**config.mk**
```make
export PLATFORM = sky130hd
export DESIGN_NAME = archive_directory_parser_core
export DESIGN_NICKNAME = d
export VERILOG_FILES = /design/src/sv/adp_pkg.sv /design/src/sv/adp_front.sv /design/src/sv/adp_queue.sv /design/src/sv/adp_back.sv /design/src/sv/archive_directory_parser_core.sv
export SDC_FILE = /design/constraint.sdc
export NUM_CORES = 1
export LEC_CHECK = 0
export BUFFER_PORTS_ARGS = -buffer_cell sky130_fd_sc_hd__buf_4
export CAP_MARGIN = 10
export CORE_MARGIN = 1.5
export CORE_UTILIZATION = 64
export DETAILED_ROUTE_END_ITERATION = 12
export GPL_TIMING_DRIVEN = 1
export PLACE_DENSITY = 0.88
export SLEW_MARGIN = 10
export SYNTH_ARGS = -nofsm -noshare
export SYNTH_HDL_FRONTEND = slang
export SYNTH_SLANG_ARGS = --single-unit
```
**constraint.sdc**
```tcl
create_clock -name clk_i -period 23.1 [get_ports clk_i]
set_input_delay 2.31 -clock clk_i [delete_from_list [all_inputs] [get_ports clk_i]]
set_output_delay 2.31 -clock clk_i [all_outputs]
set_load 0.01 [all_outputs]
```
**src/sv/adp_pkg.sv**
```systemverilog
// ============================================================================
// Archive directory parser package
// Shared constants, result kind codes, back-end op codes and the command
// word that travels from the front end to the back end.
// ============================================================================
package adp_pkg;

  localparam logic [31:0] MAGIC_WORD = 32'hBAC04AC0;
  localparam logic [7:0]  KEY_RESET  = 8'hF7;
  localparam logic [7:0]  END_FLAG   = 8'h80;

  typedef enum logic [2:0] {
    KIND_NAME     = 3'd0,
    KIND_ENTRY    = 3'd1,
    KIND_DIREND   = 3'd2,
    KIND_PAYLOAD  = 3'd3,
    KIND_BADMAGIC = 3'd4,
    KIND_BADVER   = 3'd5,
    KIND_TRUNC    = 3'd6,
    KIND_NONE     = 3'd7
  } kind_e;

  // What the back end does with the byte carried in a command.
  typedef enum logic [1:0] {
    OP_PASS  = 2'd0,
    OP_CLEAR = 2'd1,
    OP_SIZE  = 2'd2,
    OP_TIME  = 2'd3
  } op_e;

  typedef struct packed {
    op_e        op;
    kind_e      kind;
    logic [7:0] data;       // decrypted byte, or mapped name character
    logic [2:0] idx;        // byte lane for size and time fields
    logic       name_last;
    logic       encrypted;
    logic       last;       // final byte of the file: restart afterwards
  } cmd_t;

  // Uppercase ASCII letters and turn backslash into slash.
  function automatic logic [7:0] name_char(input logic [7:0] c);
    logic [7:0] r;
    r = c;
    if (c == 8'h5C) begin
      r = 8'h2F;
    end else if (c >= 8'h61 && c <= 8'h7A) begin
      r = c - 8'h20;
    end
    return r;
  endfunction

endpackage

```
**src/sv/adp_front.sv**
```systemverilog
// ============================================================================
// Archive directory parser front end
// Tracks the file format phase per byte, checks magic and version, and
// issues one command per accepted byte.
// ============================================================================
module adp_front (
  input  logic              clk_i,
  input  logic              rst_ni,
  input  logic [7:0]        key_i,
  input  logic              in_valid_i,
  output logic              in_ready_o,
  input  logic [7:0]        in_byte_i,
  input  logic              in_last_i,
  input  logic              cmd_ready_i,
  output logic              cmd_valid_o,
  output adp_pkg::cmd_t     cmd_o
);
  import adp_pkg::*;

  localparam logic [3:0] PH_MAGIC   = 4'd0;
  localparam logic [3:0] PH_VERSION = 4'd1;
  localparam logic [3:0] PH_FLAGS   = 4'd2;
  localparam logic [3:0] PH_NAMELEN = 4'd3;
  localparam logic [3:0] PH_NAME    = 4'd4;
  localparam logic [3:0] PH_SIZE    = 4'd5;
  localparam logic [3:0] PH_TIME    = 4'd6;
  localparam logic [3:0] PH_PAYLOAD = 4'd7;
  localparam logic [3:0] PH_DEAD    = 4'd8;

  logic [3:0] phase_q, phase_d;
  logic [2:0] cnt_q, cnt_d;
  logic       raw_ok_q, raw_ok_d;
  logic       key_ok_q, key_ok_d;
  logic       crypt_q, crypt_d;
  logic       ver_nz_q, ver_nz_d;
  logic [7:0] name_left_q, name_left_d;

  logic       accept;
  logic [7:0] d;
  logic [7:0] magic_byte;
  logic [7:0] left_dec;
  kind_e      kind;

  assign in_ready_o  = cmd_ready_i;
  assign cmd_valid_o = in_valid_i;
  assign accept      = in_valid_i & cmd_ready_i;

  assign d          = crypt_q ? (in_byte_i ^ key_i) : in_byte_i;
  assign magic_byte = MAGIC_WORD[{cnt_q[1:0], 3'b000} +: 8];
  assign left_dec   = name_left_q - 8'd1;

  always_comb begin
    phase_d     = phase_q;
    cnt_d       = cnt_q;
    raw_ok_d    = raw_ok_q;
    key_ok_d    = key_ok_q;
    crypt_d     = crypt_q;
    ver_nz_d    = ver_nz_q;
    name_left_d = name_left_q;
    kind        = KIND_NONE;
    cmd_o       = '0;
    cmd_o.op    = OP_PASS;
    cmd_o.data  = d;
    cmd_o.idx   = cnt_q;

    unique case (phase_q)
      PH_MAGIC: begin
        raw_ok_d = raw_ok_q & (in_byte_i == magic_byte);
        key_ok_d = key_ok_q & ((in_byte_i ^ key_i) == magic_byte);
        cnt_d    = cnt_q + 3'd1;
        if (cnt_q == 3'd3) begin
          cnt_d = '0;
          if (raw_ok_d) begin
            crypt_d = 1'b0;
            phase_d = PH_VERSION;
          end else if (key_ok_d) begin
            crypt_d = 1'b1;
            phase_d = PH_VERSION;
          end else begin
            kind    = KIND_BADMAGIC;
            phase_d = PH_DEAD;
          end
        end
        if (in_last_i && kind == KIND_NONE) begin
          kind = KIND_TRUNC;
        end
      end
      PH_VERSION: begin
        ver_nz_d = ver_nz_q | (d != 8'd0);
        cnt_d    = cnt_q + 3'd1;
        if (cnt_q == 3'd3) begin
          cnt_d = '0;
          if (ver_nz_d) begin
            kind    = KIND_BADVER;
            phase_d = PH_DEAD;
          end else begin
            phase_d = PH_FLAGS;
          end
        end
        if (in_last_i && kind == KIND_NONE) begin
          kind = KIND_TRUNC;
        end
      end
      PH_FLAGS: begin
        if ((d & END_FLAG) != 8'd0 || in_last_i) begin
          kind    = KIND_DIREND;
          phase_d = PH_PAYLOAD;
        end else begin
          phase_d = PH_NAMELEN;
        end
      end
      PH_NAMELEN: begin
        cmd_o.op    = OP_CLEAR;
        name_left_d = d;
        cnt_d       = '0;
        phase_d     = (d == 8'd0) ? PH_SIZE : PH_NAME;
        if (in_last_i) begin
          kind = KIND_TRUNC;
        end
      end
      PH_NAME: begin
        if (in_last_i) begin
          kind = KIND_TRUNC;
        end else begin
          kind            = KIND_NAME;
          cmd_o.data      = name_char(d);
          cmd_o.name_last = (name_left_q == 8'd1);
        end
        name_left_d = left_dec;
        if (left_dec == 8'd0) begin
          phase_d = PH_SIZE;
        end
      end
      PH_SIZE: begin
        cmd_o.op = OP_SIZE;
        cnt_d    = cnt_q + 3'd1;
        if (cnt_q == 3'd3) begin
          cnt_d   = '0;
          phase_d = PH_TIME;
        end
        if (in_last_i) begin
          kind = KIND_TRUNC;
        end
      end
      PH_TIME: begin
        cmd_o.op = OP_TIME;
        cnt_d    = cnt_q + 3'd1;
        if (in_last_i) begin
          kind = KIND_TRUNC;
        end else if (cnt_q == 3'd7) begin
          cnt_d   = '0;
          kind    = KIND_ENTRY;
          phase_d = PH_FLAGS;
        end
      end
      PH_PAYLOAD: begin
        kind = KIND_PAYLOAD;
      end
      default: begin
      end
    endcase

    cmd_o.kind      = kind;
    cmd_o.encrypted = (kind == KIND_BADMAGIC) ? 1'b0 : crypt_d;
    cmd_o.last      = in_last_i;

    // The final byte of a file returns the parser to the start of a new one.
    if (in_last_i) begin
      phase_d     = PH_MAGIC;
      cnt_d       = '0;
      raw_ok_d    = 1'b1;
      key_ok_d    = 1'b1;
      crypt_d     = 1'b0;
      ver_nz_d    = 1'b0;
      name_left_d = '0;
    end
  end

  always_ff @(posedge clk_i or negedge rst_ni) begin
    if (!rst_ni) begin
      phase_q     <= PH_MAGIC;
      cnt_q       <= '0;
      raw_ok_q    <= 1'b1;
      key_ok_q    <= 1'b1;
      crypt_q     <= 1'b0;
      ver_nz_q    <= 1'b0;
      name_left_q <= '0;
    end else if (accept) begin
      phase_q     <= phase_d;
      cnt_q       <= cnt_d;
      raw_ok_q    <= raw_ok_d;
      key_ok_q    <= key_ok_d;
      crypt_q     <= crypt_d;
      ver_nz_q    <= ver_nz_d;
      name_left_q <= name_left_d;
    end
  end

endmodule

```
**src/sv/adp_queue.sv**
```systemverilog
// ============================================================================
// Archive directory parser command queue
// Two-entry queue of commands between the front end and the back end.
// ============================================================================
module adp_queue (
  input  logic          clk_i,
  input  logic          rst_ni,
  input  logic          push_i,
  output logic          ready_o,
  input  adp_pkg::cmd_t data_i,
  output logic          valid_o,
  input  logic          pop_i,
  output adp_pkg::cmd_t data_o
);
  import adp_pkg::*;

  cmd_t       mem_q [2];
  logic       wr_ptr_q;
  logic       rd_ptr_q;
  logic [1:0] count_q;
  logic       do_push;
  logic       do_pop;

  assign ready_o = (count_q != 2'd2);
  assign valid_o = (count_q != 2'd0);
  assign data_o  = mem_q[rd_ptr_q];
  assign do_push = push_i & ready_o;
  assign do_pop  = pop_i & valid_o;

  always_ff @(posedge clk_i) begin
    if (do_push) begin
      mem_q[wr_ptr_q] <= data_i;
    end
  end

  always_ff @(posedge clk_i or negedge rst_ni) begin
    if (!rst_ni) begin
      wr_ptr_q <= 1'b0;
      rd_ptr_q <= 1'b0;
      count_q  <= '0;
    end else begin
      if (do_push) begin
        wr_ptr_q <= ~wr_ptr_q;
      end
      if (do_pop) begin
        rd_ptr_q <= ~rd_ptr_q;
      end
      if (do_push && !do_pop) begin
        count_q <= count_q + 2'd1;
      end else if (!do_push && do_pop) begin
        count_q <= count_q - 2'd1;
      end
    end
  end

endmodule

```
**src/sv/adp_back.sv**
```systemverilog
// ============================================================================
// Archive directory parser back end
// Counts file bytes, gathers size and time fields, keeps the running entry
// start, and holds the result in an output register.
// ============================================================================
module adp_back (
  input  logic          clk_i,
  input  logic          rst_ni,
  input  logic          cmd_valid_i,
  output logic          cmd_pop_o,
  input  adp_pkg::cmd_t cmd_i,
  output logic          res_valid_o,
  input  logic          res_ready_i,
  output logic [2:0]    res_kind_o,
  output logic [7:0]    res_byte_o,
  output logic          res_name_last_o,
  output logic [31:0]   res_size_o,
  output logic [31:0]   res_start_o,
  output logic [63:0]   res_time_o,
  output logic [31:0]   res_poff_o,
  output logic          res_encrypted_o
);
  import adp_pkg::*;

  logic [31:0] offset_q;
  logic [31:0] size_acc_q;
  logic [63:0] time_acc_q;
  logic [31:0] run_start_q;
  logic        out_valid_q;

  logic [31:0] offset_inc;
  logic [31:0] size_next;
  logic [63:0] time_next;
  logic        pop;
  logic        has_res;

  assign pop        = cmd_valid_i & (~out_valid_q | res_ready_i);
  assign cmd_pop_o  = pop;
  assign has_res    = (cmd_i.kind != KIND_NONE);
  assign offset_inc = offset_q + 32'd1;

  always_comb begin
    size_next = size_acc_q;
    time_next = time_acc_q;
    unique case (cmd_i.op)
      OP_CLEAR: begin
        size_next = '0;
        time_next = '0;
      end
      OP_SIZE:  size_next[{cmd_i.idx[1:0], 3'b000} +: 8] = cmd_i.data;
      OP_TIME:  time_next[{cmd_i.idx, 3'b000} +: 8] = cmd_i.data;
      default: begin
      end
    endcase
  end

  always_ff @(posedge clk_i or negedge rst_ni) begin
    if (!rst_ni) begin
      offset_q    <= '0;
      size_acc_q  <= '0;
      time_acc_q  <= '0;
      run_start_q <= '0;
    end else if (pop) begin
      if (cmd_i.last) begin
        offset_q    <= '0;
        size_acc_q  <= '0;
        time_acc_q  <= '0;
        run_start_q <= '0;
      end else begin
        offset_q   <= offset_inc;
        size_acc_q <= size_next;
        time_acc_q <= time_next;
        if (cmd_i.kind == KIND_ENTRY) begin
          run_start_q <= run_start_q + size_acc_q;
        end
      end
    end
  end

  always_ff @(posedge clk_i or negedge rst_ni) begin
    if (!rst_ni) begin
      out_valid_q <= 1'b0;
    end else if (pop) begin
      out_valid_q <= has_res;
    end else if (res_ready_i) begin
      out_valid_q <= 1'b0;
    end
  end

  // Result payload; fields that do not belong to the kind read as zero.
  always_ff @(posedge clk_i) begin
    if (pop && has_res) begin
      res_kind_o      <= cmd_i.kind;
      res_encrypted_o <= cmd_i.encrypted;
      res_byte_o      <= (cmd_i.kind == KIND_NAME || cmd_i.kind == KIND_PAYLOAD)
                         ? cmd_i.data : 8'd0;
      res_name_last_o <= (cmd_i.kind == KIND_NAME) ? cmd_i.name_last : 1'b0;
      res_poff_o      <= (cmd_i.kind == KIND_DIREND) ? offset_inc : 32'd0;
      if (cmd_i.kind == KIND_ENTRY) begin
        res_size_o  <= size_acc_q;
        res_start_o <= run_start_q;
        res_time_o  <= time_next;
      end else begin
        res_size_o  <= '0;
        res_start_o <= '0;
        res_time_o  <= '0;
      end
    end
  end

  assign res_valid_o = out_valid_q;

endmodule

```
**src/sv/archive_directory_parser_core.sv**
```systemverilog
// ============================================================================
// Archive directory parser core
// Parses an archive file fed one byte per beat: magic and version check,
// directory records, then decrypted payload bytes.
// ============================================================================
//
// Channel  Dir  Beat content
// s_axis   in   tdata = data_byte, tlast = last_byte
// m_axis   out  tdata = out_byte, entry_size, entry_start, entry_time,
//               payload_offset; tuser = kind, encrypted; tlast = name_last
// cfg      in   cfg_we_i / cfg_wdata_i write the xor key
//
// One input beat is taken every cycle while results keep draining; each beat
// passes through the front end and then the back end.
// Each result is registered in the command queue and then in the back end's
// output register; beats that produce no result are dropped there.
// The front end stalls only when the two-entry command queue is full, which
// happens when the result side holds tready low.
// Reset clears all control state and loads the key with 0xF7.
//
// The front end owns the format state machine: it matches the magic both raw
// and against the key, checks the version, walks the record fields and maps
// name characters. Every accepted beat becomes one command, even a beat that
// gives no result, so the back end can count file offsets. The back end
// assembles the size and time fields lane by lane, keeps the wrapping sum of
// entry sizes, and formats the result beat. The last byte of a file resets
// both halves so the next beat opens a new archive.
module archive_directory_parser_core (
  input  logic         clk_i,
  input  logic         rst_ni,
  // Configuration: xor key byte.
  input  logic         cfg_we_i,
  input  logic [7:0]   cfg_wdata_i,
  // Input stream.
  input  logic         s_axis_tvalid,
  output logic         s_axis_tready,
  input  logic [7:0]   s_axis_tdata,    // [7:0] data_byte
  input  logic         s_axis_tlast,
  // Result stream.
  output logic         m_axis_tvalid,
  input  logic         m_axis_tready,
  // [7:0] out_byte, [39:8] entry_size, [71:40] entry_start,
  // [135:72] entry_time, [167:136] payload_offset
  output logic [167:0] m_axis_tdata,
  output logic [3:0]   m_axis_tuser,    // [2:0] kind, [3] encrypted
  output logic         m_axis_tlast
);
  import adp_pkg::*;

  logic [7:0] key_q;

  cmd_t front_cmd;
  cmd_t queue_cmd;
  logic front_valid;
  logic queue_ready;
  logic queue_valid;
  logic queue_pop;

  logic [2:0]  res_kind;
  logic [7:0]  res_byte;
  logic [31:0] res_size;
  logic [31:0] res_start;
  logic [63:0] res_time;
  logic [31:0] res_poff;
  logic        res_enc;

  always_ff @(posedge clk_i or negedge rst_ni) begin
    if (!rst_ni) begin
      key_q <= KEY_RESET;
    end else if (cfg_we_i) begin
      key_q <= cfg_wdata_i;
    end
  end

  adp_front u_front (
    .clk_i       (clk_i),
    .rst_ni      (rst_ni),
    .key_i       (key_q),
    .in_valid_i  (s_axis_tvalid),
    .in_ready_o  (s_axis_tready),
    .in_byte_i   (s_axis_tdata),
    .in_last_i   (s_axis_tlast),
    .cmd_ready_i (queue_ready),
    .cmd_valid_o (front_valid),
    .cmd_o       (front_cmd)
  );

  adp_queue u_queue (
    .clk_i   (clk_i),
    .rst_ni  (rst_ni),
    .push_i  (front_valid),
    .ready_o (queue_ready),
    .data_i  (front_cmd),
    .valid_o (queue_valid),
    .pop_i   (queue_pop),
    .data_o  (queue_cmd)
  );

  adp_back u_back (
    .clk_i           (clk_i),
    .rst_ni          (rst_ni),
    .cmd_valid_i     (queue_valid),
    .cmd_pop_o       (queue_pop),
    .cmd_i           (queue_cmd),
    .res_valid_o     (m_axis_tvalid),
    .res_ready_i     (m_axis_tready),
    .res_kind_o      (res_kind),
    .res_byte_o      (res_byte),
    .res_name_last_o (m_axis_tlast),
    .res_size_o      (res_size),
    .res_start_o     (res_start),
    .res_time_o      (res_time),
    .res_poff_o      (res_poff),
    .res_encrypted_o (res_enc)
  );

  assign m_axis_tdata = {res_poff, res_time, res_start, res_size, res_byte};
  assign m_axis_tuser = {res_enc, res_kind};

endmodule
```
* After elaboration in Yosys (flattened, before gate mapping)
Memory sizes are Yosys's and may differ from the RTL's. Cells that the tools add are included.
Storage, ports and cells: memories kept 1, output and inout bits 175, logic and storage cells 183, bits in writable memories 38, register bits 365
Memory list:
- u_queue.mem_q | words 2, width 19, rd ports 1, clocked after Yosys merged registers in 0, wr ports 1, line adp_queue.sv:17 | cmd_t mem_q [2];
Operators by class: shift operators 5, order comparisons 2, muxes and demuxes 68, bitwise logic cells 11, equality and inequality tests 29, $add $sub $neg 9, reduce and logical (&&, ||, !) cells 34
Operators with widths (number):
- two-way mux 32 bit | 4
- one-hot mux 64 bit (2 select lines) | 1
- bitwise mux 64 bit | 1
- two-way mux 64 bit | 1
- one-hot mux 32 bit (2 select lines) | 1
- variable shift 8 x 8 -> 64 bit (first input constant) | 1
- indexed part select 8 x 8 -> 64 bit | 1
- two-way mux 8 bit | 6
- two-way mux 3 bit | 15
- two-way mux 4 bit | 9
- adder 32 x 1 -> 32 bit (second input constant) | 1
- adder 32 bit | 1
- bitwise mux 32 bit | 1
- variable shift 8 x 7 -> 32 bit (first input constant) | 1
- indexed part select 32 x 6 -> 8 bit (first input constant) | 1
- indexed part select 8 x 7 -> 32 bit | 1
- one-hot mux 4 bit (7 select lines) | 1
- one-hot mux 3 bit (7 select lines) | 1
- two-way mux 1 bit | 20
- == test 4 x 3 -> 1 bit (second input constant) | 4
- == test 8 bit | 2
- logical NOT 8 bit | 2
- one-hot mux 8 bit (2 select lines) | 1
- nonzero test 8 bit | 2
- other kinds (40) | 79

* Depth between registers and ports, before layout
depth after elaboration 13, gate-level depth with buffers 13, gate-level depth less buffers 10

* Cells and area by module
A second synthesis with hierarchy kept.
Second synthesis, totals: cells, all modules 1743, area total of the unflattened synthesis 19443.6 sq um
By module, submodules not included:
- adp_back | area an instance 15322.2 sq um, times used 1, seq. area each 9223.8 sq um, cells each 1345
- adp_front | area an instance 2184.6 sq um, times used 1, seq. area each 478.0 sq um, cells each 303
- adp_queue | area an instance 1589.0 sq um, times used 1, seq. area each 1241.2 sq um, cells each 77
- archive_directory_parser_core | area an instance 347.8 sq um, times used 1, seq. area each 209.0 sq um, cells each 18

* Worst setup path after synthesis
Ideal clock, no wire load.
kind input to register, from in m_axis_tready, to reg u_back.res_byte_o[0], enable pin, buffers on the path 1, path slack 10.840 ns, setup time 0.811 ns, data arrival time 11.449 ns, stages 5, cell sequence nand2b_1 -> o21a_1 -> inv_1 -> clkbuf_1 -> a31oi_1
Between the ends: cells in the longest elaborated chain, start to end 3
RTL lines:
- start: declaration | line archive_directory_parser_core.sv:41 | input logic m_axis_tready,
- OR 1 bit | line adp_back.sv:37 | assign pop = cmd_valid_i & (~out_valid_q | res_ready_i);
- AND 1 bit | line adp_back.sv:37
- logical AND 1 bit | line adp_back.sv:92 | if (pop && has_res) begin
- end signal: assignment | line adp_back.sv:95 | res_byte_o <= (cmd_i.kind == KIND_NAME || cmd_i.kind == KIND_PAYLOAD)
- end: declaration | line adp_back.sv:15 | output logic [7:0] res_byte_o,
Every way passes these cells. A chain may end at the register's enable or synchronous reset.

* Worst setup path in the final report
from in m_axis_tready, to reg u_back.time_acc_q[3]
Between the ends: cells in the longest elaborated chain, start to end 2
RTL lines:
- OR 1 bit | line adp_back.sv:37
- AND 1 bit | line adp_back.sv:37
- end signal: assignment | line adp_back.sv:72 | time_acc_q <= time_next;
- end: declaration | line adp_back.sv:27 | logic [63:0] time_acc_q;
Every way passes these cells.

==> impl_metrics.json <==
{
  "status": "complete, no violations",
  "cap_violations": 0,
  "first_global_vias": 14200,
  "worstSkewPairLatency_ps": 540,
  "crit_type": "primary input to flop",
  "drive_gt1_frac": 0.171,
  "power.leakage_nw": 9.17,
  "relSlewSlack": 0.201,
  "synth_edf_count": 211,
  "placed_cells_incl_taps": 2292,
  "die-width_um": 177,
  "final_cell_mix": "buf_4, edfxtp_1, dfrtp_1",
  "finalSetupTns_ps": 0,
  "fin_crit_ps": 5040,
  "grt_overflow": 0,
  "first_pass_iters": 6,
  "synth_ff_type": "edfxtp_1",
  "cts-root-buf": "clkbuf_16",
  "drc": 0,
  "drt-wirelength-per-cell_um": 19.7,
  "antenna_found_initial": 0,
  "numPortBuffers": 196,
  "grt_pass1_wl_um": 73200,
  "cts.sinks": 403,
  "drv_slew": 0,
  "layout.nets": 2019,
  "ios": 197,
  "multi_input_area_um2": 7700,
  "hold_path.class": "flop to flop",
  "fill_cells": 1904,
  "top_usage_layer": "met2",
  "syn_to_final_growth_pct": 16.3,
  "cts_tree": "yes",
  "finalSetupViolCount": 0,
  "grt.met3_usage": 0.0399,
  "h-tree-depth": 2,
  "syn_nets": 1855,
  "drt-total-wl_um": 46700,
  "path_clk_slew_ps": 60,
  "syn_area_per_cell_um2": 10.8,
  "synth_area_leaders": "edfxtp_1, dfrtp_1, o21ai_0",
  "post_cts_resize_count": 0,
  "netlist_instances": 1781,
  "antenna_cells": 0,
  "fin_cells": 2368,
  "post-route-period-util": 0.218,
  "place.gp.congestion": 0.954,
  "die_y_um": 177,
  "synthArstFlopShare": 0.476,
  "cp.arrival_ps": 5470,
  "start_kind": "primary input",
  "synth-seq-area-share": 0.577,
  "ys.warnings.count": 0,
  "grtUsageTotal": 0.297,
  "clock_path_buffers": 3,
  "initial_utilization": 0.652,
  "synth.ff_latch_count": 403,
  "cp_max_fo": 21,
  "fmax_mhz": 199,
  "core_area_um2": 29600,
  "syn_area_um2": 19300,
  "worst_pin_slew_ps": 1190,
  "dpl_worst_slack_ps": 17770,
  "synth_area_leader_cell": "edfxtp_1",
  "required_ps": 23530,
  "cts_setup_buffers": 0,
  "vias_per_cell": 6.28,
  "hold_viol_final": 0,
  "irDropWorstVdd_v": 0.0000946,
  "num_rows": 63,
  "endpoint_kind": "flop",
  "synth_cell_types": 81,
  "grt.met1_usage": 0.406,
  "ant_nets": 0,
  "power_density_nw_per_um2": 110,
  "globalRouteMet2Util": 0.484,
  "num_vias": 14900,
  "grt_max_degree": 87,
  "final_common_cell": "buf_4",
  "ff_latch_area_um2": 11200,
  "rsz0062_at_grt": "no",
  "synth_top_area_share": 0.328,
  "drt_iter0_markers": 1653,
  "place_hpwl_um": 30800,
  "die_area_um2": 31200,
  "cts_inserted_buffers": 41,
  "post-route-worst-setup-slack_ps": 18060,
  "cts_hold_buf": 0,
  "fin_skew_ps": 19.0
}
cells by family (layout without fill, tap and decap cells):
group,after synthesis,count (layout),share of synthesized area
AND/OR/NAND/NOR,624,624,0.154
flip-flops,403,403,0.577
XOR/XNOR,79,79,0.0358
adder cells (fa/ha/maj),52,52,0.0341
AO/OA/AOI/OAI,457,457,0.151
multiplexers,39,39,0.0216
buffers and inverters,127,324,0.0260
layout make-up:
class | instances | area share
Sequential cell | 403 | 0.496
Multi-Input combinational cell | 1251 | 0.343
Tap cell | 390 | 0.0217
Clock inverter | 22 | 0.0109
Inverter | 33 | 0.00551
Clock buffer | 54 | 0.0506
Timing Repair Buffer | 215 | 0.0720
worst paths after layout:
check                                       from  depth (start not counted)  slack (ps)                    end
max reg2reg                     u_queue.rd_ptr_q                          8       19020  u_back.time_acc_q[42]
min reg2reg                u_back.time_acc_q[22]                          2         490  u_back.time_acc_q[22]
min                        u_back.time_acc_q[22]                          2         490  u_back.time_acc_q[22]
max                                m_axis_tready                          9       18060   u_back.time_acc_q[3]
max in group asynchronous                 rst_ni                          3       19210  u_back.run_start_q[7]
min in group asynchronous                 rst_ni                          1        1710               key_q[3]
state kept, by name, indices dropped and copies added, names as in the netlist, 2 cells and up:
signal	flops
u_back.res_kind_o	3
u_back.offset_q	32
u_back.res_start_o	32
u_front.cnt_q	3
u_back.size_acc_q	32
u_back.res_size_o	32
u_front.name_left_q	8
u_back.run_start_q	32
u_queue.mem_q	38
u_queue.count_q	2
u_back.res_poff_o	32
u_back.time_acc_q	64
u_back.res_byte_o	8
key_q	8
u_front.phase_q	4
u_back.res_time_o	64
per-stage QoR:
stage          total power, mW  area (µm²)   util  hold WS [ps]
2_1_floorplan             1.51       19300      -           450
3_3_place_gp              1.77       21100  0.711           470
3_5_place_dp              1.80       21100  0.711           475
4_1_cts                   2.47       22500  0.758           488
5_1_grt                   2.57       22500  0.758           513
6_report                  2.47       22500  0.758           490
routing by layer:
metal	vias up	part of all wire
met5	-	0
met4	0	0.036
met3	135	0.079
met2	746	0.48
met1	7206	0.41
li1	6786	-
synth_stat cells, types with 5 or more instances:
| library cell | number |
|---|---|
| nand2_1 | 180 |
| dfstp_2 | 9 |
| clkbuf_1 | 74 |
| o31ai_1 | 29 |
| o21ai_0 | 150 |
| o211ai_1 | 7 |
| a21oi_1 | 87 |
| a31oi_1 | 19 |
| xnor2_1 | 36 |
| nor3_1 | 72 |
| mux2i_1 | 17 |
| or3_1 | 10 |
| nor2b_1 | 8 |
| nand4_1 | 12 |
| o22ai_1 | 5 |
| buf_2 | 14 |
| a21o_1 | 26 |
| o21ai_1 | 13 |
| nand3_1 | 31 |
| a211oi_1 | 22 |
| inv_1 | 31 |
| and4_1 | 5 |
| dfrtp_1 | 183 |
| o21bai_1 | 5 |
| and3_1 | 19 |
| mux2_2 | 22 |
| nand2b_1 | 9 |
| a22o_1 | 54 |
| edfxtp_1 | 211 |
| nor2_1 | 174 |
| or2_2 | 6 |
| xor2_1 | 43 |
| and2_1 | 69 |
| ha_1 | 51 |
report_power, final:
part / total [mW] / internal, mW / switching, mW
Clock: 0.678 / 0.404 / 0.273
Sequential: 1.05 / 0.962 / 0.0827
Combinational: 0.748 / 0.255 / 0.493
worst max-delay path: stages:
cell      delay [ps]
buf_4             80
nand2b_1         100
o21a_1           640
inv_1            150
nor2_2           580
o21ai_1          550
o21ai_1          740
nand2_1          160
o21ai_0          140
(Power assumes the default switching activity.)
